<file path="src/design/ucs_pkg.sv">
// Shared types, constants and helper functions for the UTF-8 clause segmenter.
// No dependencies; imported by the segmenter top level and the testbench.
`timescale 1ns / 1ps
`default_nettype none

package ucs_pkg;

    // Default depth of the held-whitespace store.
    localparam int HELD_SPACE_DEPTH_DEF = 32;

    // Reset value of the weak-mark threshold register.
    localparam logic [7:0] MIN_WEAK_RESET = 8'd8;

    // Register indexes on the configuration port.
    localparam logic REG_MIN_WEAK = 1'b0;

    // Lead byte classification masks and patterns.
    localparam logic [7:0] LEAD_MASK1 = 8'h80;
    localparam logic [7:0] LEAD_MASK2 = 8'hE0;
    localparam logic [7:0] LEAD_PAT2  = 8'hC0;
    localparam logic [7:0] LEAD_MASK3 = 8'hF0;
    localparam logic [7:0] LEAD_PAT3  = 8'hE0;
    localparam logic [7:0] LEAD_MASK4 = 8'hF8;
    localparam logic [7:0] LEAD_PAT4  = 8'hF0;

    // Whitespace bytes and their stored codes.
    localparam logic [7:0] BYTE_SPACE = 8'h20;
    localparam logic [7:0] BYTE_TAB   = 8'h09;
    localparam logic [7:0] BYTE_CR    = 8'h0D;
    localparam logic [7:0] BYTE_LF    = 8'h0A;

    localparam logic [1:0] WS_SPACE = 2'd0;
    localparam logic [1:0] WS_TAB   = 2'd1;
    localparam logic [1:0] WS_CR    = 2'd2;
    localparam logic [1:0] WS_LF    = 2'd3;

    // Single-byte clause marks.
    localparam logic [23:0] MARK_PERIOD    = 24'h00002E;
    localparam logic [23:0] MARK_EXCLAIM   = 24'h000021;
    localparam logic [23:0] MARK_QUESTION  = 24'h00003F;
    localparam logic [23:0] MARK_NEWLINE   = 24'h00000A;
    localparam logic [23:0] MARK_COMMA     = 24'h00002C;
    localparam logic [23:0] MARK_SEMICOLON = 24'h00003B;

    // Three-byte clause marks (ideographic full stop, fullwidth forms).
    localparam logic [23:0] MARK_IDEO_STOP = 24'hE38082;
    localparam logic [23:0] MARK_FW_EXCL   = 24'hEFBC81;
    localparam logic [23:0] MARK_FW_QUEST  = 24'hEFBC9F;
    localparam logic [23:0] MARK_FW_COMMA  = 24'hEFBC8C;
    localparam logic [23:0] MARK_FW_SEMI   = 24'hEFBC9B;

    // Sequencer states.
    typedef enum logic [2:0] {
        S_IDLE,
        S_READ,
        S_DRAIN,
        S_BYTE,
        S_END
    } ucs_state_t;

    // Character length from the lead byte; malformed leads count as one byte.
    function automatic logic [2:0] lead_length(input logic [7:0] b);
        logic [2:0] len;
        if ((b & LEAD_MASK1) == 8'h00) begin
            len = 3'd1;
        end else if ((b & LEAD_MASK2) == LEAD_PAT2) begin
            len = 3'd2;
        end else if ((b & LEAD_MASK3) == LEAD_PAT3) begin
            len = 3'd3;
        end else if ((b & LEAD_MASK4) == LEAD_PAT4) begin
            len = 3'd4;
        end else begin
            len = 3'd1;
        end
        return len;
    endfunction

    // True for the four ASCII whitespace bytes.
    function automatic logic is_ws(input logic [7:0] b);
        return (b == BYTE_SPACE) || (b == BYTE_TAB) || (b == BYTE_CR) || (b == BYTE_LF);
    endfunction

    // Stored code of a whitespace byte.
    function automatic logic [1:0] ws_code(input logic [7:0] b);
        logic [1:0] code;
        case (b)
            BYTE_TAB: code = WS_TAB;
            BYTE_CR:  code = WS_CR;
            BYTE_LF:  code = WS_LF;
            default:  code = WS_SPACE;
        endcase
        return code;
    endfunction

    // Whitespace byte for a stored code.
    function automatic logic [7:0] ws_byte(input logic [1:0] code);
        logic [7:0] b;
        case (code)
            WS_TAB:  b = BYTE_TAB;
            WS_CR:   b = BYTE_CR;
            WS_LF:   b = BYTE_LF;
            default: b = BYTE_SPACE;
        endcase
        return b;
    endfunction

endpackage

`default_nettype wire

</file>
<file path="src/design/ucs_ram.sv">
// Generic single-write, single-read synchronous RAM with registered read data.
// No dependencies; used for the held-whitespace store.
`timescale 1ns / 1ps
`default_nettype none

module ucs_ram #(
    parameter int WIDTH = 2,
    parameter int DEPTH = 32,
    localparam int AW = (DEPTH > 1) ? $clog2(DEPTH) : 1
) (
    input  wire logic             clk,
    input  wire logic             we,
    input  wire logic [AW-1:0]    waddr,
    input  wire logic [WIDTH-1:0] wdata,
    input  wire logic             re,
    input  wire logic [AW-1:0]    raddr,
    output logic      [WIDTH-1:0] rdata
);

    logic [WIDTH-1:0] mem [DEPTH];

    // Write port.
    always_ff @(posedge clk) begin
        if (we) begin
            mem[waddr] <= wdata;
        end
    end

    // Registered read port; data holds until the next read.
    always_ff @(posedge clk) begin
        if (re) begin
            rdata <= mem[raddr];
        end
    end

endmodule

`default_nettype wire

</file>
<file path="src/design/utf8_clause_segmenter.sv">
// Top level of the UTF-8 clause segmenter: decoder, clause control and output stage.
// Depends on ucs_pkg and ucs_ram.
//
// Usage:
//   The input stream (s_tvalid/s_tready/s_tdata/s_tuser) carries one text byte per
//   transfer; s_tuser set marks end of text, which flushes the clause and clears
//   all state. The result stream (m_*) carries clause bytes with leading and
//   trailing ASCII whitespace trimmed; m_tlast marks a clause end (m_tdata is
//   then zero) and m_tuser reports whitespace lost to a full store in the clause.
//   The APB port sets min_weak_chars (byte address 0). The user must make writes
//   only while idle; the block itself does not enforce this.
// Sequencing:
//   A byte is taken in S_IDLE. Before a non-whitespace byte, each held whitespace
//   byte is read from the held-whitespace RAM in S_READ and loaded into the output
//   register in S_DRAIN; S_BYTE then loads the byte and S_END any clause end.
//   Whitespace bytes return to S_IDLE, or go to S_END when they end a clause.
//   One item is worked on at a time; s_tready is high whenever the sequencer idles,
//   also while a finished result waits in the output register.
// Reset and stalls:
//   aresetn (synchronous, active low) clears all control state and restores the
//   threshold to 8. While m_tready is low a valid output register holds its
//   transfer, and the sequencer waits before loading another result into it.
`timescale 1ns / 1ps
`default_nettype none

module utf8_clause_segmenter #(
    parameter int HELD_SPACE_DEPTH = ucs_pkg::HELD_SPACE_DEPTH_DEF
) (
    input  wire logic        aclk,
    input  wire logic        aresetn,
    // Input stream
    input  wire logic        s_tvalid,
    output logic             s_tready,
    input  wire logic [7:0]  s_tdata,   // [7:0] data_byte
    input  wire logic        s_tuser,   // [0] end_of_text
    // Result stream
    output logic             m_tvalid,
    input  wire logic        m_tready,
    output logic [7:0]       m_tdata,   // [7:0] out_byte
    output logic             m_tlast,   // clause_end
    output logic             m_tuser,   // [0] whitespace_lost
    // Configuration port
    input  wire logic        psel,
    input  wire logic        penable,
    input  wire logic        pwrite,
    input  wire logic [2:0]  paddr,
    input  wire logic [31:0] pwdata,
    output logic [31:0]      prdata,
    output logic             pready
);

    import ucs_pkg::*;

    localparam int AW = (HELD_SPACE_DEPTH > 1) ? $clog2(HELD_SPACE_DEPTH) : 1;
    localparam int CW = $clog2(HELD_SPACE_DEPTH + 1);
    localparam logic [CW-1:0] DEPTH_C = CW'(HELD_SPACE_DEPTH);

    // Configuration register.
    logic [7:0] min_weak_reg;

    // Clause and character state.
    ucs_state_t    state_reg, state_next;
    logic [CW-1:0] held_count_reg, held_count_next;
    logic          started_reg, started_next;
    logic [7:0]    chars_reg, chars_next;
    logic [1:0]    left_reg, left_next;
    logic [23:0]   cbytes_reg, cbytes_next;
    logic [2:0]    clen_reg, clen_next;
    logic          ovf_reg, ovf_next;

    // Pending work for the accepted item.
    logic [7:0]    pend_byte_reg, pend_byte_next;
    logic          pend_end_reg, pend_end_next;
    logic          pend_ovf_reg, pend_ovf_next;
    logic [CW-1:0] drain_total_reg, drain_total_next;
    logic [CW-1:0] drain_idx_reg, drain_idx_next;

    // Output register.
    logic       m_valid_reg, m_valid_next;
    logic [7:0] m_data_reg, m_data_next;
    logic       m_last_reg, m_last_next;
    logic       m_user_reg, m_user_next;

    // Decode of the incoming byte against the current character state.
    logic       in_acc;
    logic       in_ws;
    logic [2:0] clen_n;
    logic [1:0] left_n;
    logic [23:0] cbytes_n;
    logic [7:0] chars_n;
    logic       complete;
    logic       strong_hit;
    logic       weak_hit;
    logic       out_free;

    // RAM ports.
    logic          ram_we;
    logic [AW-1:0] ram_waddr;
    logic [1:0]    ram_wdata;
    logic          ram_re;
    logic [1:0]    ram_rdata;

    assign s_tready = (state_reg == S_IDLE);
    assign in_acc   = s_tvalid && s_tready;
    assign in_ws    = is_ws(s_tdata);
    assign out_free = !m_valid_reg || m_tready;

    // Character decoding: a new lead byte starts a character, others extend it.
    always_comb begin
        if (left_reg == 2'd0) begin
            clen_n   = lead_length(s_tdata);
            left_n   = 2'(clen_n - 3'd1);
            cbytes_n = {16'h0000, s_tdata};
            chars_n  = (chars_reg == 8'hFF) ? chars_reg : chars_reg + 8'd1;
        end else begin
            clen_n   = clen_reg;
            left_n   = left_reg - 2'd1;
            cbytes_n = {cbytes_reg[15:0], s_tdata};
            chars_n  = chars_reg;
        end
    end

    // Mark detection on a completed character; four-byte characters never match.
    assign complete = (left_n == 2'd0);
    always_comb begin
        strong_hit = 1'b0;
        weak_hit   = 1'b0;
        if (clen_n == 3'd1) begin
            strong_hit = (cbytes_n == MARK_PERIOD) || (cbytes_n == MARK_EXCLAIM) ||
                         (cbytes_n == MARK_QUESTION) || (cbytes_n == MARK_NEWLINE);
            weak_hit   = (cbytes_n == MARK_COMMA) || (cbytes_n == MARK_SEMICOLON);
        end else if (clen_n == 3'd3) begin
            strong_hit = (cbytes_n == MARK_IDEO_STOP) || (cbytes_n == MARK_FW_EXCL) ||
                         (cbytes_n == MARK_FW_QUEST);
            weak_hit   = (cbytes_n == MARK_FW_COMMA) || (cbytes_n == MARK_FW_SEMI);
        end
    end

    // Whitespace inside a started clause is pushed while the store has room.
    assign ram_we    = in_acc && !s_tuser && in_ws && started_reg &&
                       (held_count_reg < DEPTH_C);
    assign ram_waddr = held_count_reg[AW-1:0];
    assign ram_wdata = ws_code(s_tdata);
    assign ram_re    = (state_reg == S_READ);

    ucs_ram #(
        .WIDTH (2),
        .DEPTH (HELD_SPACE_DEPTH)
    ) u_held_ram (
        .clk   (aclk),
        .we    (ram_we),
        .waddr (ram_waddr),
        .wdata (ram_wdata),
        .re    (ram_re),
        .raddr (drain_idx_reg[AW-1:0]),
        .rdata (ram_rdata)
    );

    // Sequencer: takes one item, then releases held whitespace, the byte and the end mark.
    always_comb begin
        logic          bnd;
        logic          st_n;
        logic          ov_n;
        logic [CW-1:0] cnt_n;

        bnd   = 1'b0;
        st_n  = started_reg;
        ov_n  = ovf_reg;
        cnt_n = held_count_reg;

        state_next       = state_reg;
        held_count_next  = held_count_reg;
        started_next     = started_reg;
        chars_next       = chars_reg;
        left_next        = left_reg;
        cbytes_next      = cbytes_reg;
        clen_next        = clen_reg;
        ovf_next         = ovf_reg;
        pend_byte_next   = pend_byte_reg;
        pend_end_next    = pend_end_reg;
        pend_ovf_next    = pend_ovf_reg;
        drain_total_next = drain_total_reg;
        drain_idx_next   = drain_idx_reg;
        m_valid_next     = m_tready ? 1'b0 : m_valid_reg;
        m_data_next      = m_data_reg;
        m_last_next      = m_last_reg;
        m_user_next      = m_user_reg;

        unique case (state_reg)
            S_IDLE: begin
                if (in_acc && s_tuser) begin
                    // End of text: flush a non-empty clause and clear everything.
                    pend_ovf_next   = ovf_reg;
                    state_next      = started_reg ? S_END : S_IDLE;
                    held_count_next = '0;
                    started_next    = 1'b0;
                    chars_next      = 8'd0;
                    ovf_next        = 1'b0;
                    left_next       = 2'd0;
                    cbytes_next     = 24'd0;
                    clen_next       = 3'd0;
                end else if (in_acc) begin
                    left_next   = left_n;
                    clen_next   = clen_n;
                    cbytes_next = cbytes_n;
                    if (in_ws) begin
                        if (started_reg) begin
                            if (held_count_reg < DEPTH_C) begin
                                cnt_n = held_count_reg + CW'(1);
                            end else begin
                                ov_n = 1'b1;
                            end
                        end
                    end else begin
                        if (started_reg) begin
                            cnt_n = '0;
                        end
                        st_n = 1'b1;
                    end
                    bnd = complete &&
                          (strong_hit || (weak_hit && (chars_n >= min_weak_reg)));

                    pend_byte_next   = s_tdata;
                    pend_end_next    = bnd && st_n;
                    pend_ovf_next    = ov_n;
                    drain_total_next = held_count_reg;
                    drain_idx_next   = '0;

                    if (!in_ws) begin
                        state_next = (started_reg && (held_count_reg != '0)) ? S_READ : S_BYTE;
                    end else begin
                        state_next = (bnd && st_n) ? S_END : S_IDLE;
                    end

                    // A boundary closes the clause state once its results are queued.
                    if (bnd) begin
                        held_count_next = '0;
                        started_next    = 1'b0;
                        chars_next      = 8'd0;
                        ovf_next        = 1'b0;
                    end else begin
                        held_count_next = cnt_n;
                        started_next    = st_n;
                        chars_next      = chars_n;
                        ovf_next        = ov_n;
                    end
                end
            end
            S_READ: begin
                state_next = S_DRAIN;
            end
            S_DRAIN: begin
                if (out_free) begin
                    m_valid_next   = 1'b1;
                    m_data_next    = ws_byte(ram_rdata);
                    m_last_next    = 1'b0;
                    m_user_next    = pend_ovf_reg;
                    drain_idx_next = drain_idx_reg + CW'(1);
                    state_next     = ((drain_idx_reg + CW'(1)) == drain_total_reg) ?
                                     S_BYTE : S_READ;
                end
            end
            S_BYTE: begin
                if (out_free) begin
                    m_valid_next = 1'b1;
                    m_data_next  = pend_byte_reg;
                    m_last_next  = 1'b0;
                    m_user_next  = pend_ovf_reg;
                    state_next   = pend_end_reg ? S_END : S_IDLE;
                end
            end
            S_END: begin
                if (out_free) begin
                    m_valid_next = 1'b1;
                    m_data_next  = 8'h00;
                    m_last_next  = 1'b1;
                    m_user_next  = pend_ovf_reg;
                    state_next   = S_IDLE;
                end
            end
            default: begin
                state_next = S_IDLE;
            end
        endcase
    end

    // Control registers.
    always_ff @(posedge aclk) begin
        if (!aresetn) begin
            state_reg      <= S_IDLE;
            held_count_reg <= '0;
            started_reg    <= 1'b0;
            chars_reg      <= 8'd0;
            left_reg       <= 2'd0;
            cbytes_reg     <= 24'd0;
            clen_reg       <= 3'd0;
            ovf_reg        <= 1'b0;
            m_valid_reg    <= 1'b0;
        end else begin
            state_reg      <= state_next;
            held_count_reg <= held_count_next;
            started_reg    <= started_next;
            chars_reg      <= chars_next;
            left_reg       <= left_next;
            cbytes_reg     <= cbytes_next;
            clen_reg       <= clen_next;
            ovf_reg        <= ovf_next;
            m_valid_reg    <= m_valid_next;
        end
    end

    // Payload registers.
    always_ff @(posedge aclk) begin
        pend_byte_reg   <= pend_byte_next;
        pend_end_reg    <= pend_end_next;
        pend_ovf_reg    <= pend_ovf_next;
        drain_total_reg <= drain_total_next;
        drain_idx_reg   <= drain_idx_next;
        m_data_reg      <= m_data_next;
        m_last_reg      <= m_last_next;
        m_user_reg      <= m_user_next;
    end

    // Configuration register write.
    always_ff @(posedge aclk) begin
        if (!aresetn) begin
            min_weak_reg <= MIN_WEAK_RESET;
        end else if (psel && penable && pwrite && pready && (paddr[2] == REG_MIN_WEAK)) begin
            min_weak_reg <= pwdata[7:0];
        end
    end

    // Configuration read and handshake.
    assign pready = 1'b1;
    assign prdata = (paddr[2] == REG_MIN_WEAK) ? {24'h000000, min_weak_reg} : 32'h0000_0000;

    assign m_tvalid = m_valid_reg;
    assign m_tdata  = m_data_reg;
    assign m_tlast  = m_last_reg;
    assign m_tuser  = m_user_reg;

endmodule

`default_nettype wire

</file>
<file path="config.mk">
export PLATFORM = sky130hd
export DESIGN_NAME = utf8_clause_segmenter
export DESIGN_NICKNAME = d
export VERILOG_FILES = /design/src/design/ucs_pkg.sv /design/src/design/ucs_ram.sv /design/src/design/utf8_clause_segmenter.sv
export SDC_FILE = /design/constraint.sdc
export NUM_CORES = 1
export LEC_CHECK = 0
export ABC_AREA = 1
export BUFFER_PORTS_ARGS = -buffer_cell sky130_fd_sc_hd__buf_2
export CORE_MARGIN = 8
export CORE_UTILIZATION = 45
export CTS_BUF_LIST = sky130_fd_sc_hd__clkbuf_4
export CTS_CLUSTER_DIAMETER = 100
export DETAILED_ROUTE_END_ITERATION = 12
export SYNTH_ARGS = -nofsm -noshare
export SYNTH_HDL_FRONTEND = slang
export SYNTH_SLANG_ARGS = --single-unit
</file>
<file path="constraint.sdc">
create_clock -name aclk -period 2.98 [get_ports aclk]
set_input_delay 0.298 -clock aclk [delete_from_list [all_inputs] [get_ports aclk]]
set_output_delay 0.298 -clock aclk [all_outputs]
set_load 0.05 [all_outputs]
</file>
Yosys cells after proc, flatten, opt, wreduce, memory -nomap -nowiden
Memory sizes are Yosys's and may differ from the RTL's. A register that Yosys moved wholly into a read port is not among the register bits.
Cells that the tools add are included.
{"block": "totals", "ram_bits": 64, "mem_count": 1, "out_inout_bits": 45, "in_bits": 51, "wordCells": 188, "regBits": 81}
{"memory": "u_held_ram.mem", "depth": 32, "word_bits": 2, "rd": 1, "rd_clocked_by_memory_dff": 1, "write_ports": 1, "line_no": "ucs_ram.sv:20", "source": "logic [WIDTH-1:0] mem [DEPTH];"}
{"block": "classes", "reduce_logical": 47, "eq_ne": 37, "muxes": 76, "addsub": 5, "bitwise_logic": 2, "magnitude_cmp": 2}
{"cell": "$eq A24 B24 Y1 const B", "count": 5}
{"cell": "$eq A24 B6 Y1 const B", "count": 5}
{"cell": "$mux W8", "count": 9}
{"cell": "$mux W6", "count": 10}
{"cell": "$mux W3", "count": 17}
{"cell": "$mux W16", "count": 2}
{"cell": "$mux W1", "count": 26}
{"cell": "$eq A24 B4 Y1 const B", "count": 1}
{"cell": "$eq A8 B4 Y1 const B", "count": 3}
{"cell": "$mux W24", "count": 1}
{"cell": "$pmux W8 S3", "count": 1}
{"cell": "$pmux W6 S3", "count": 1}
{"cell": "$reduce_and A4 Y1", "count": 4}
{"cell": "$pmux W3 S5", "count": 1}
{"cell": "$logic_and A1 B1 Y1", "count": 13}
{"cell": "$add A6 B1 Y6 const B", "count": 2}
{"cell": "$logic_or A1 B1 Y1", "count": 12}
{"cell": "$pmux W6 S2", "count": 1}
{"cell": "$mux W2", "count": 5}
{"cell": "$eq A3 B2 Y1 const B", "count": 3}
{"cell": "$add A8 B1 Y8 const B", "count": 1}
{"cell": "$eq A8 B6 Y1 const B", "count": 1}
{"cell": "$eq A8 B8 Y1 const B", "count": 1}
{"cell": "$ge A8 B8 Y1", "count": 1}
{"cell": "27 further kinds", "count": 43}

Logic depth before layout (Yosys ltp)
Gate-level depths: netlist of run 1.
{"block": "logic_depth", "ltp_word": 19, "mapped_depth": 22, "mapped_depth_nobuf": 22}

Modules after synthesis
From an unflattened synthesis of run 1, not the netlist that was laid out.
{"block": "unflattened", "cells_unflattened": 850, "hier_area_um2": 7531.0}
{"mod": "utf8_clause_segmenter", "seq_area_each_um2": 1941.9, "cells_per_inst": 581, "area_per_inst_um2": 4604.4, "n_inst": 1}
{"mod": "ucs_ram", "seq_area_each_um2": 1981.9, "cells_per_inst": 269, "area_per_inst_um2": 2926.6, "n_inst": 1}

Least setup slack after synthesis of run 1
OpenSTA, ideal clock, no wires.
{"block": "synth_path", "path_kind": "register -> register", "start": "register chars_reg[0]", "end": "register held_count_reg[4]", "arrival_ns": 2.484, "path_stages_with_launch": 23, "path_buffers": 1, "slack_ns": 0.382, "t_required_ns": 2.866, "period_less_slack_ns": 2.598, "setup_time_ns": 0.114, "path_cell_list": "dfxtp_1 ha_1 nand3_1 nor2_1 nand3_1 nand2_1 inv_1 nand4_1 xor2_1 inv_1 ha_1 nand2_1 nor2_1 nand4_1 nand3_1 nand2_1 nand3_2 nand2_4 buf_6 nand3_1 nand3_1 nand2_1 nor2_2"}
{"block": "synth_via", "elab_chain_len": 10, "word_cells_on_any_way": 14, "cone_classes": "1 x add/sub; 1 x order compare; 2 x eq/ne; 5 x mux; 5 x reduce/logical"}
{"item": "start, declared", "line_no": "utf8_clause_segmenter.sv:65", "source": "logic [7:0] chars_reg, chars_next;"}
{"item": "start signal, assigned", "line_no": "utf8_clause_segmenter.sv:303", "source": "chars_reg <= chars_next;"}
{"item": "$add A8 B1 Y8 or $eq A8 B8 Y1 (tied branches)", "line_no": "utf8_clause_segmenter.sv:114", "source": "chars_n = (chars_reg == 8'hFF) ? chars_reg : chars_reg + 8'd1;"}
{"item": "$mux W8", "line_no": "utf8_clause_segmenter.sv:114"}
{"item": "$mux W8 *", "line_no": "utf8_clause_segmenter.sv:110", "source": "if (left_reg == 2'd0) begin"}
{"item": "$ge A8 B8 Y1 *", "line_no": "utf8_clause_segmenter.sv:221", "source": "(strong_hit || (weak_hit && (chars_n >= min_weak_reg)));"}
{"item": "$logic_and A1 B1 Y1 *", "line_no": "utf8_clause_segmenter.sv:221"}
{"item": "$logic_or A1 B1 Y1 *", "line_no": "utf8_clause_segmenter.sv:221"}
{"item": "$logic_and A1 B1 Y1 *", "line_no": "utf8_clause_segmenter.sv:220", "source": "bnd = complete &&"}
{"item": "$mux W6", "line_no": "utf8_clause_segmenter.sv:236", "source": "if (bnd) begin"}
{"item": "$mux W6", "line_no": "utf8_clause_segmenter.sv:202", "source": "end else if (in_acc) begin"}
{"item": "$mux W6", "line_no": "utf8_clause_segmenter.sv:191", "source": "if (in_acc && s_tuser) begin"}
{"item": "end signal, assigned", "line_no": "utf8_clause_segmenter.sv:301", "source": "held_count_reg <= held_count_next;"}
{"item": "end, declared", "line_no": "utf8_clause_segmenter.sv:63", "source": "logic [CW-1:0] held_count_reg, held_count_next;"}
Every way passes the cells marked *; elsewhere a longest branch is shown, timed or not. The select of a mux whose other input is x is not followed.
A chain may end at the register's enable or synchronous reset.

Worst setup path in the final report of run 1
{"block": "layout_path", "start": "register chars_reg[1]", "end": "register held_count_reg[4]"}
Same word-level chain as after synthesis.

==> summary.md, run 1 <==
| Metric | Value |
|---|---|
| Run status | `finished, final reports clean` |
| Post-synthesis cell type count | `49` |
| Nets | `967` |
| H-tree levels | `4` |
| VDD IR max | `298 uV` |
| TritonCTS sink count | `147` |
| Row Count | `47` |
| Vias in the first global route | `5380` |
| WL met2 | `7920 um` |
| Initial antenna violation count | `1` |
| Synthesized cell area | `7400 um^2` |
| Predominant post-synthesis flop cell | `edfxtp_1` |
| Combinational power share | `34.7%` |
| Share of layout cells above drive strength 1 | `16.5%` |
| Total CTS buffers | `17` |
| Met3 WL | `645 um` |
| Clock-pin slew on the worst setup and hold paths | `120 ps` |
| Reg power frac | `44.4%` |
| Die W | `144 um` |
| Avg WL per Cell | `14.5 um` |
| Setup WS pre-CTS | `45.8 ps` |
| TritonRoute pass-1 iters | `8` |
| Die Y-Extent | `144 um` |
| DRT iter0 DRCs | `302` |
| RePlAce Congestion | `0.837` |
| I/O pins | `96` |
| Final slew viol count | `0` |
| Die area | `20800 um^2` |
| Final setup fails | `0` |
| Final WS setup | `242 ps` |
| Max reg flops | `64` |
| ANT nets after route | `0` |
| Total global routing track utilization | `16.4%` |
| Crit share post-route | `91.9%` |
| DP HPWL | `11300 um` |
| GRT overflow | `0` |
| Final min period | `2740 ps` |
| Placed Area | `7790 um^2` |
| WL met1 | `7590 um` |
| Final WL | `16400 um` |
| Starting Density | `45.3%` |
| Leakage | `3.41 nW` |
| Area delta synth->final | `12.4%` |
| Layout Utilization | `50.9%` |
| Finished layout cell area | `8310 um^2` |
| Worst-path fanout max | `5` |
| P_sw | `0.00227 W` |
| Asr flop ratio synth | `0%` |
| CP endpoint kind | `flop` |
| Latest clock arrival within the worst-skew pair | `550 ps` |
| Worst min-delay path class | `primary input to flop` |
| I/O Buffers | `44` |
| First-pass GRT wire length | `26400 um` |
| DR DRC count | `0` |
| Max layer used | `met4` |
| Internal power | `0.00353 W` |
| CP startpoint kind | `flop` |
| Slew headroom | `41.1%` |
| Core Area | `16300 um^2` |
| Clock skew | `20.4 ps` |
| Setup CP Type | `flop to flop` |
| Max clock buf depth | `2` |
| Sw frac | `39.2%` |
| Slew @ Worst Pin | `875 ps` |
| Clk network pwr share | `20.9%` |
| Hold Fails Final Rpt | `0` |
| Yosys warnings | `0` |
| CTS tree | `built` |
| Max_cap viols | `0` |
| CP Data Arrival Time | `3200 ps` |
| WP data required | `3440 ps` |
| Pwr dens | `697 nW/um^2` |
| Peak Freq | `365 MHz` |
| Post-synthesis register bit count | `147` |
| Via density | `5.00` |
| Synth Area per Inst | `8.95 um^2` |
| Largest net degree at the start of global routing | `43` |
| Root buffer cell | `clkbuf_4` |
| Cell count after synthesis | `827` |
| Via count | `5658` |
| Sequential share of the synthesized area | `53.0%` |
| Setup TNS | `0 ps` |
| Post-synth EDFFs | `98` |
[Yosys cell counts (6+ instances only)]
cell / count / share of area, %
nand3_1: 29 / 2.0
nand2_2: 8 / 0.68
inv_1: 70 / 3.6
o21ai_0: 62 / 4.2
edfxtp_1: 98 / 40
clkbuf_1: 18 / 0.91
o22ai_1: 20 / 1.7
nand2_4: 6 / 0.91
a22oi_1: 11 / 1.1
buf_4: 26 / 2.6
dfxtp_1: 49 / 13
inv_2: 8 / 0.41
nor2_2: 6 / 0.51
nand4_1: 11 / 0.93
xnor2_1: 6 / 0.71
nand2_1: 115 / 5.8
xor2_1: 9 / 1.1
a21oi_1: 32 / 2.2
nor3_1: 7 / 0.47
nor2_1: 168 / 8.5
ha_1: 18 / 3.0
[power by group through the flow]
| stage | Combinational (W) | Sequential (W) | Clock [W] |
|---|---|---|---|
| 2_1_floorplan | 0.00136 | 0.00275 | 0 |
| 4_1_cts | 0.00200 | 0.00257 | 0.00126 |
| 6_report | 0.00201 | 0.00257 | 0.00121 |
| 3_5_place_dp | 0.00198 | 0.00262 | 0 |
| 3_3_place_gp | 0.00197 | 0.00262 | 0 |
| 5_1_grt | 0.00224 | 0.00261 | 0.00134 |
[metal layers]
layer / up-vias / GRT usage [%]
li1: 2883 / -
met4: 0 / 5.75
met3: 20 / 4.06
met2: 103 / 27.0
met1: 2652 / 20.6
met5: - / 0
[critical path, stage by stage (launching register included)]
cell and delay (ps):
dfxtp_2 390, ha_4 140, nand3_2 100, nor2_4 130, nand3_2 90, nand2_4 100
inv_1 60, nand2_1 100, xnor2_2 140, ha_1 270, a21oi_1 150, o21a_1 150
nand3_2 90, nand2_1 80, nand3_2 90, nand2_4 120, nand3_4 100, nand2_4 120
inv_4 50, nor2_1 110, nor2_2 50
[cells in the final DEF, fill, tap and decap left out, types with 21 or more instances in the layout]
cell      synthesis  final
nor2_1          168    165
nand2_1         115    114
edfxtp_1         98     98
inv_1            70     70
o21ai_0          62     60
dfxtp_1          49     47
buf_2             4     44
a21oi_1          32     32
nand3_1          29     26
conb_1            2     25
buf_4            26     21
[worst paths after layout]
| path | depth (start not counted) | endpoint | startpoint | slack [ps] |
|---|---|---|---|---|
| worst max-delay path | 20 | held_count_reg[4]$_SDFFE_PN0P_ | chars_reg[1]$_SDFFE_PN0P_ | 240 |
| worst min-delay path | 3 | min_weak_reg[0]$_SDFFE_PN0P_ | pwdata[0] | 50 |
| worst max register to register | 20 | held_count_reg[4]$_SDFFE_PN0P_ | chars_reg[1]$_SDFFE_PN0P_ | 240 |
| worst min register to register | 0 | m_tuser$_DFFE_PP_ | pend_ovf_reg$_DFFE_PP_ | 470 |
[cell families after synthesis]
family                   after synthesis  share of synthesized area [%]
AND/OR/NAND/NOR                      369                           22.4
flip-flops                           147                           53.0
AO/OA/AOI/OAI                        141                           11.0
buffers and inverters                134                           8.54
adder cells (fa/ha/maj)               18                           3.04
XOR/XNOR                              15                           1.78
other                                  2                          0.102
multiplexers                           1                          0.135
[metrics by stage]
step	hold WS, ps	total power, W	std cells
global route	35.7	0.00619	1132
detailed placement	446	0.00460	1079
finish	49.8	0.00580	1132
CTS	3.88	0.00584	1123
floorplan	397	0.00411	850
global placement	451	0.00459	1079
[layout make-up]
| cell class | count | area [um^2] |
|---|---|---|
| Fill cell | 1582 | 8030 |
| Sequential cell | 147 | 3930 |
| Multi-Input combinational cell | 570 | 3000 |
| Timing Repair Buffer | 80 | 528 |
| Inverter | 82 | 312 |
| Tap cell | 220 | 275 |
| Clock inverter | 14 | 138 |
| Clock buffer | 18 | 135 |
| Antenna cell | 1 | 2.50 |
[repair_timing]
item / CTS / global route
gates resized for setup: 0 / 17
endpoints found under the hold margin: 12 / 3
setup endpoints to repair: 0 / 18
buffers inserted: 0 / 4
hold buffers: 12 / 3
Power figures use the tool's default switching activity.
==> run 2, diff against run 1 <==
- SYNTH_HIERARCHICAL: not set -> 1
==> run 2 against run 1 <==
Effect of this change:
- hold slack gained 2.9 ps
- critical endpoint is now chars_reg[6]$_SDFFE_PN0P_
- critical path type unchanged
- sequential cell count is the same
- final cell count increased by 1.9%
- clock power is 12% higher
==> summary.md, run 2 <==
| Metric | Value |
|---|---|
| Run status | `finished, final reports clean` |
| Slew headroom | `40.4%` |
| CP endpoint kind | `flop` |
| Starting Density | `45.7%` |
| Top cells by area, synth | `edfxtp_1 (39%), dfxtp_1 (13%), nand2_1 (9.3%), nor2_1 (5.9%), nand3_1 (5.8%)` |
| Synthesized cell area | `7530 um^2` |
| Setup TNS | `0 ps` |
| Crit share post-route | `93.6%` |
| Nets | `986` |
| Reg area | `3930 um^2` |
| Clock-pin slew on the worst setup and hold paths | `130 ps` |
| Worst-path fanout max | `5` |
| Pwr dens | `594 nW/um^2` |
| Leakage | `3.39 nW` |
| Top cell type's share of synthesized area | `39.1%` |
| Total CTS buffers | `17` |
| CP Cell Sequence | `ha_4, nand2_4, nor3_4, nor2_4, nand4_1, nor2_1, xor2_1, ha_1, a21oi_2, o21a_1, nand3_2, nand3_2, nand2_4, buf_4, a21oi_4, nand2_1, a21oi_2` |
| Setup CP Type | `flop to flop` |
| Post-Place Cells | `1100` |
| Hold Fails Final Rpt | `0` |
| ANT nets after route | `0` |
| Row Count | `47` |
| Max clock buf depth | `2` |
| Largest net degree at the start of global routing | `34` |
| Post-synthesis cell type count | `50` |
| Clock skew | `17.9 ps` |
| I/O pins | `96` |
| VDD IR max | `297 uV` |
| Area delta synth->final | `11.9%` |
| Predominant post-synthesis flop cell | `edfxtp_1` |
| Avg WL per Cell | `14.3 um` |
| Final WL | `16500 um` |
| Core Area | `16500 um^2` |
| Peak Freq | `358 MHz` |
| Synth Area per Inst | `8.86 um^2` |
| Max_cap viols | `0` |
| Root buffer cell | `clkbuf_4` |
| I/O Buffers | `44` |
| Sequential share of the synthesized area | `52.1%` |
| TritonCTS sink count | `147` |
| Final min period | `2790 ps` |
| Latest clock arrival within the worst-skew pair | `550 ps` |
| CP Data Arrival Time | `3270 ps` |
| Vias in the first global route | `5516` |
| First-pass GRT wire length | `26900 um` |
| Via density | `4.99` |
| Via count | `5749` |
| Die area | `21100 um^2` |
| DRT iter0 DRCs | `324` |
| DP HPWL | `11300 um` |
| WP data required | `3460 ps` |
| Total power | `0.00501 W` |
| Yosys warnings | `6` |
| Slowest cell delay on critical path | `370 ps` |
| Final slew viol count | `0` |
| Asr flop ratio synth | `0%` |
| TritonRoute pass-1 iters | `5` |
| Most frequent cells in the layout | `nand2_1 (183), nor2_1 (116), edfxtp_1 (98)` |
| Total global routing track utilization | `15.7%` |
| DR DRC count | `0` |
| Commonest non-fill, non-tap cell in the layout | `nand2_1` |
| Share of layout cells above drive strength 1 | `17.7%` |
| CTS tree | `built` |
| Synth area leader | `edfxtp_1` |
| Fill count | `1554` |
| Layout Cells excl Fill | `1153` |
| RSZ-0062 raised after global routing | `false` |
| Max reg flops | `64` |
| Die W | `145 um` |
| Cell with the most instances after synthesis | `nand2_1` |
| GRT overflow | `0` |
| Multi-input gate area | `3100 um^2` |
| Post-synth EDFFs | `98` |
| Die Y-Extent | `145 um` |
| H-tree levels | `4` |
| Worst path slowest cell | `dfxtp_4` |
| Post-synthesis register bit count | `147` |
| Final setup fails | `0` |
| Slew @ Worst Pin | `894 ps` |
| Initial antenna violation count | `1` |
| RePlAce Congestion | `0.813` |
| Post-synth top cells | `nand2_1 (187), nor2_1 (118), edfxtp_1 (98)` |
| Worst min-delay path class | `primary input to flop` |
| CP startpoint kind | `flop` |
| Cell count after synthesis | `850` |
## run 2: changes by cell type after synthesis, moves of 4 or more
cell	before	now
nand3_1	29	87
o21ai_0	62	14
clkbuf_1	18	10
nor2_1	168	118
inv_1	70	74
a21oi_1	32	41
buf_6	3	7
o22ai_1	20	0
nand2_2	8	13
nand2_1	115	187
nand4_1	11	5
## run 2: cells by family (layout without fill, tap and decap cells)
family                   after synthesis  after routing  synth area share (%)
buffers and inverters                132            190                  9.34
flip-flops                           147            147                  52.1
AO/OA/AOI/OAI                         93             94                  7.89
other                                  2             26                0.0997
AND/OR/NAND/NOR                      447            447                  26.4
adder cells (fa/ha/maj)               16             16                  2.66
XOR/XNOR                              13             13                  1.51
## run 2: per-layer routing
metal	GRT usage, %	wire length (um)	vias to the layer above	share of wire [%]
met5	0	0	-	0
met4	6.35	273	0	1.7
met3	3.45	609	23	3.7
met2	26.2	8110	126	49
met1	19.5	7530	2680	46
li1	-	-	2920	-
## run 2: metrics by stage
| stage | hold WS, ps | utilization, % | area (um^2) | worst slack [ps] |
|---|---|---|---|---|
| after floorplan | 397 | - | 7620 | 190 |
| after global placement | 446 | 47.5 | 7830 | 128 |
| after detailed placement | 448 | 47.5 | 7830 | 87.7 |
| after CTS | 5.28 | 50.2 | 8260 | 62.4 |
| after global routing | 2.19 | 51.2 | 8430 | 0.545 |
| final | 52.7 | 51.2 | 8430 | 190 |
## run 2: final cells by class
type,instances,area share (%)
Tap cell,220,3.27
Multi-Input combinational cell,595,36.8
Clock buffer,18,1.60
Antenna cell,1,0.0297
Inverter,82,3.74
Clock inverter,14,2.12
Sequential cell,147,46.6
Timing Repair Buffer,76,5.82
## run 2: worst paths after layout
kind | endpoint | cells past startpoint | start | slack [ps]
max reg2reg | chars_reg[6]$_SDFFE_PN0P_ | 17 | chars_reg[1]$_SDFFE_PN0P_ | 190
min reg2reg | ovf_reg$_SDFFE_PN0P_ | 2 | ovf_reg$_SDFFE_PN0P_ | 470
max | chars_reg[6]$_SDFFE_PN0P_ | 17 | chars_reg[1]$_SDFFE_PN0P_ | 190
min | min_weak_reg[6]$_SDFFE_PN0P_ | 3 | pwdata[6] | 50
## run 2: power breakdown
| part | internal [W] | switching (W) | leakage, nW | total (W) |
|---|---|---|---|---|
| registers | 0.00231 | 0.000111 | 1.21 | 0.00242 |
| clock network | 0.000601 | 0.000747 | 0.160 | 0.00135 |
| logic | 0.000355 | 0.000888 | 2.02 | 0.00124 |
## run 2: what timing repair did
action	in CTS	in global routing
hold buffers	12	0
hold endpoints to repair	12	0
gates resized for setup	0	28
setup buffers	0	7
setup endpoints to repair	0	22
## run 2: critical path: cells and delay by family (launching register included)
family | cells | cell delay [ps]
AOI/OAI and AO/OA | 4 | 600
xor gates and xnor gates | 1 | 210
adders and majority gates | 2 | 460
buffers and inverters | 1 | 140
DFF | 1 | 370
and+or+nand+nor | 9 | 930
==> run 3, diff against run 2 <==
==> constraint.sdc (replaced) <==
create_clock -name aclk -period 2.98 [get_ports aclk]
set_input_delay 0.447 -clock aclk [delete_from_list [all_inputs] [get_ports aclk]]
set_output_delay 0.447 -clock aclk [all_outputs]
set_load 0.05 [all_outputs]
==> run 3 against run 2 <==
Effect of this change:
- sequential share of layout area grew 1.1 points
- via count shrank 1.9%
- worst setup slack lost 29 ps
- critical path type unchanged
- critical endpoint is now held_count_reg[2]$_SDFFE_PN0P_
==> summary.md, run 3 (synthesized netlist as in run 2, its figures left out) <==
| Metric | Value |
|---|---|
| Reg2reg setup slack | `160 ps` |
| Leakage | `3.28 nW` |
| Total global routing track utilization | `15.3%` |
| Area delta synth->final | `9.34%` |
| Die area | `21100 um^2` |
| DRT iter0 DRCs | `303` |
| Pwr dens | `594 nW/um^2` |
| Final slew viol count | `0` |
| VDD IR max | `254 uV` |
| Starting Density | `45.7%` |
| Slew headroom | `40.6%` |
| Max reg flops | `64` |
| Placed Area | `7850 um^2` |
| Share of layout cells above drive strength 1 | `16.8%` |
| Vias in the first global route | `5238` |
| I/O Buffers | `44` |
| Initial antenna violation count | `1` |
| P_sw | `0.00173 W` |
| Max clock buf depth | `2` |
| RePlAce Congestion | `0.822` |
| Via count | `5637` |
| DP HPWL | `11200 um` |
| Peak Freq | `355 MHz` |
| Max_cap viols | `0` |
| Hold Fails Final Rpt | `0` |
| Finished layout cell area | `8230 um^2` |
| Clk network pwr share | `25.7%` |
| Internal power | `0.00317 W` |
| Layout Cells excl Fill | `1143` |
| Clock skew | `18.7 ps` |
| Reg power frac | `49.3%` |
| Largest net degree at the start of global routing | `34` |
| Post-Place Cells | `1103` |
| Die W | `145 um` |
| Crit share post-route | `94.6%` |
| Sw frac | `35.3%` |
| Clock-pin slew on the worst setup and hold paths | `130 ps` |
| Avg WL per Cell | `14.2 um` |
| I/O pins | `96` |
| Slew @ Worst Pin | `881 ps` |
| Final min period | `2820 ps` |
| Latest clock arrival within the worst-skew pair | `540 ps` |
| Final setup fails | `0` |
| Worst-path fanout max | `4` |
| TritonCTS sink count | `147` |
| H-tree levels | `4` |
| Root buffer cell | `clkbuf_4` |
| Setup CP Type | `flop to flop` |
| DR DRC count | `0` |
| CP endpoint kind | `flop` |
| Run status | `finished, final reports clean` |
| GRT overflow | `0` |
| Row Count | `47` |
| Via density | `4.93` |
| First-pass GRT wire length | `26400 um` |
| ANT nets after route | `0` |
| Fill count | `1611` |
| Combinational power share | `25.0%` |
| CTS tree | `built` |
| CP Data Arrival Time | `3280 ps` |
| TritonRoute pass-1 iters | `4` |
| Total CTS buffers | `17` |
| Worst min-delay path class | `primary input to flop` |
| Final WL | `16200 um` |
| Nets | `975` |
| Most frequent cells in the layout | `nand2_1 (186), nor2_1 (116), edfxtp_1 (98)` |
| WP data required | `3440 ps` |
| Commonest non-fill, non-tap cell in the layout | `nand2_1` |
| CP startpoint kind | `flop` |
| Core Area | `16500 um^2` |
| Die Y-Extent | `145 um` |
-- run 3: cell types whose count changed in the layout (fill, tap and decap cells not counted), moves of 2 or more --
| cell | change |
|---|---|
| dlygate4sd3_1 | -12 |
| nand2_4 | -2 |
| dfxtp_2 | -3 |
| a21oi_1 | +4 |
| clkinvlp_4 | +2 |
| dfxtp_1 | +3 |
| nand2_1 | +3 |
| a21oi_2 | -4 |
-- run 3: per-stage QoR --
step	utilization, %	power (W)	setup TNS [ps]	setup slack (ps)	hold slack, ps
2_1_floorplan	-	0.00346	0	190	400
3_3_place_gp	47.7	0.00366	0	124	444
3_5_place_dp	47.7	0.00367	0	116	448
4_1_cts	49.4	0.00493	0	84.3	53.4
5_1_grt	50.0	0.00516	-25.4	-15.2	81.2
6_report	50.0	0.00489	0	161	111
-- run 3: power groups by stage --
| stage | sequential [W] | clock (W) | combinational [W] |
|---|---|---|---|
| floorplan | 0.00254 | 0 | 0.000916 |
| global placement | 0.00246 | 0 | 0.00120 |
| detailed placement | 0.00246 | 0 | 0.00121 |
| CTS | 0.00242 | 0.00130 | 0.00122 |
| global route | 0.00243 | 0.00137 | 0.00136 |
| finish | 0.00241 | 0.00126 | 0.00122 |
-- run 3: cell type report --
class	count	area [um^2]	area share [%]
timing repair buffer	65	378	4.59
sequential	147	3930	47.7
tap	220	275	3.34
clock buffer	18	135	1.64
multi-input combinational	595	3040	36.9
clock inverter	14	155	1.88
antenna	2	5.00	0.0608
inverter	82	315	3.83
-- run 3: worst max-delay path: stages, from the launching register on --
cell and delay (ps):
dfxtp_4 370, ha_2 170, nand2_2 90, nor3_2 50
nor2_2 180, nand4_1 170, nor2_1 160, xor2_1 210
ha_1 270, a21oi_1 130, o21a_1 150, nand3_2 90
nand3_2 90, nand2_4 80, nand2_4 110, nand2_8 80
nor2_4 140, nand2_1 70, a21oi_1 130
-- run 3: worst paths after layout --
path | from | endpoint | cells after the start
setup / recovery | chars_reg[1]$_SDFFE_PN0P_ | held_count_reg[2]$_SDFFE_PN0P_ | 18
hold / removal | pwdata[3] | min_weak_reg[3]$_SDFFE_PN1P_ | 3
setup reg to reg | chars_reg[1]$_SDFFE_PN0P_ | held_count_reg[2]$_SDFFE_PN0P_ | 18
hold reg to reg | ovf_reg$_SDFFE_PN0P_ | ovf_reg$_SDFFE_PN0P_ | 2
-- run 3: timing repair --
action                     CTS  global route
setup endpoints to repair    0            17
hold endpoints to repair     0             0
resized for setup            0            12
buffers inserted             0             5
hold buffers                 0             0
-- run 3: routing by layer --
layer / GRT usage, % / wire length (um) / vias up
li1: - / - / 2899
met2: 24.9 / 7610 / 118
met1: 19.8 / 7710 / 2601
met4: 5.52 / 237 / 0
met3: 3.23 / 638 / 19
met5: 0 / 0 / -
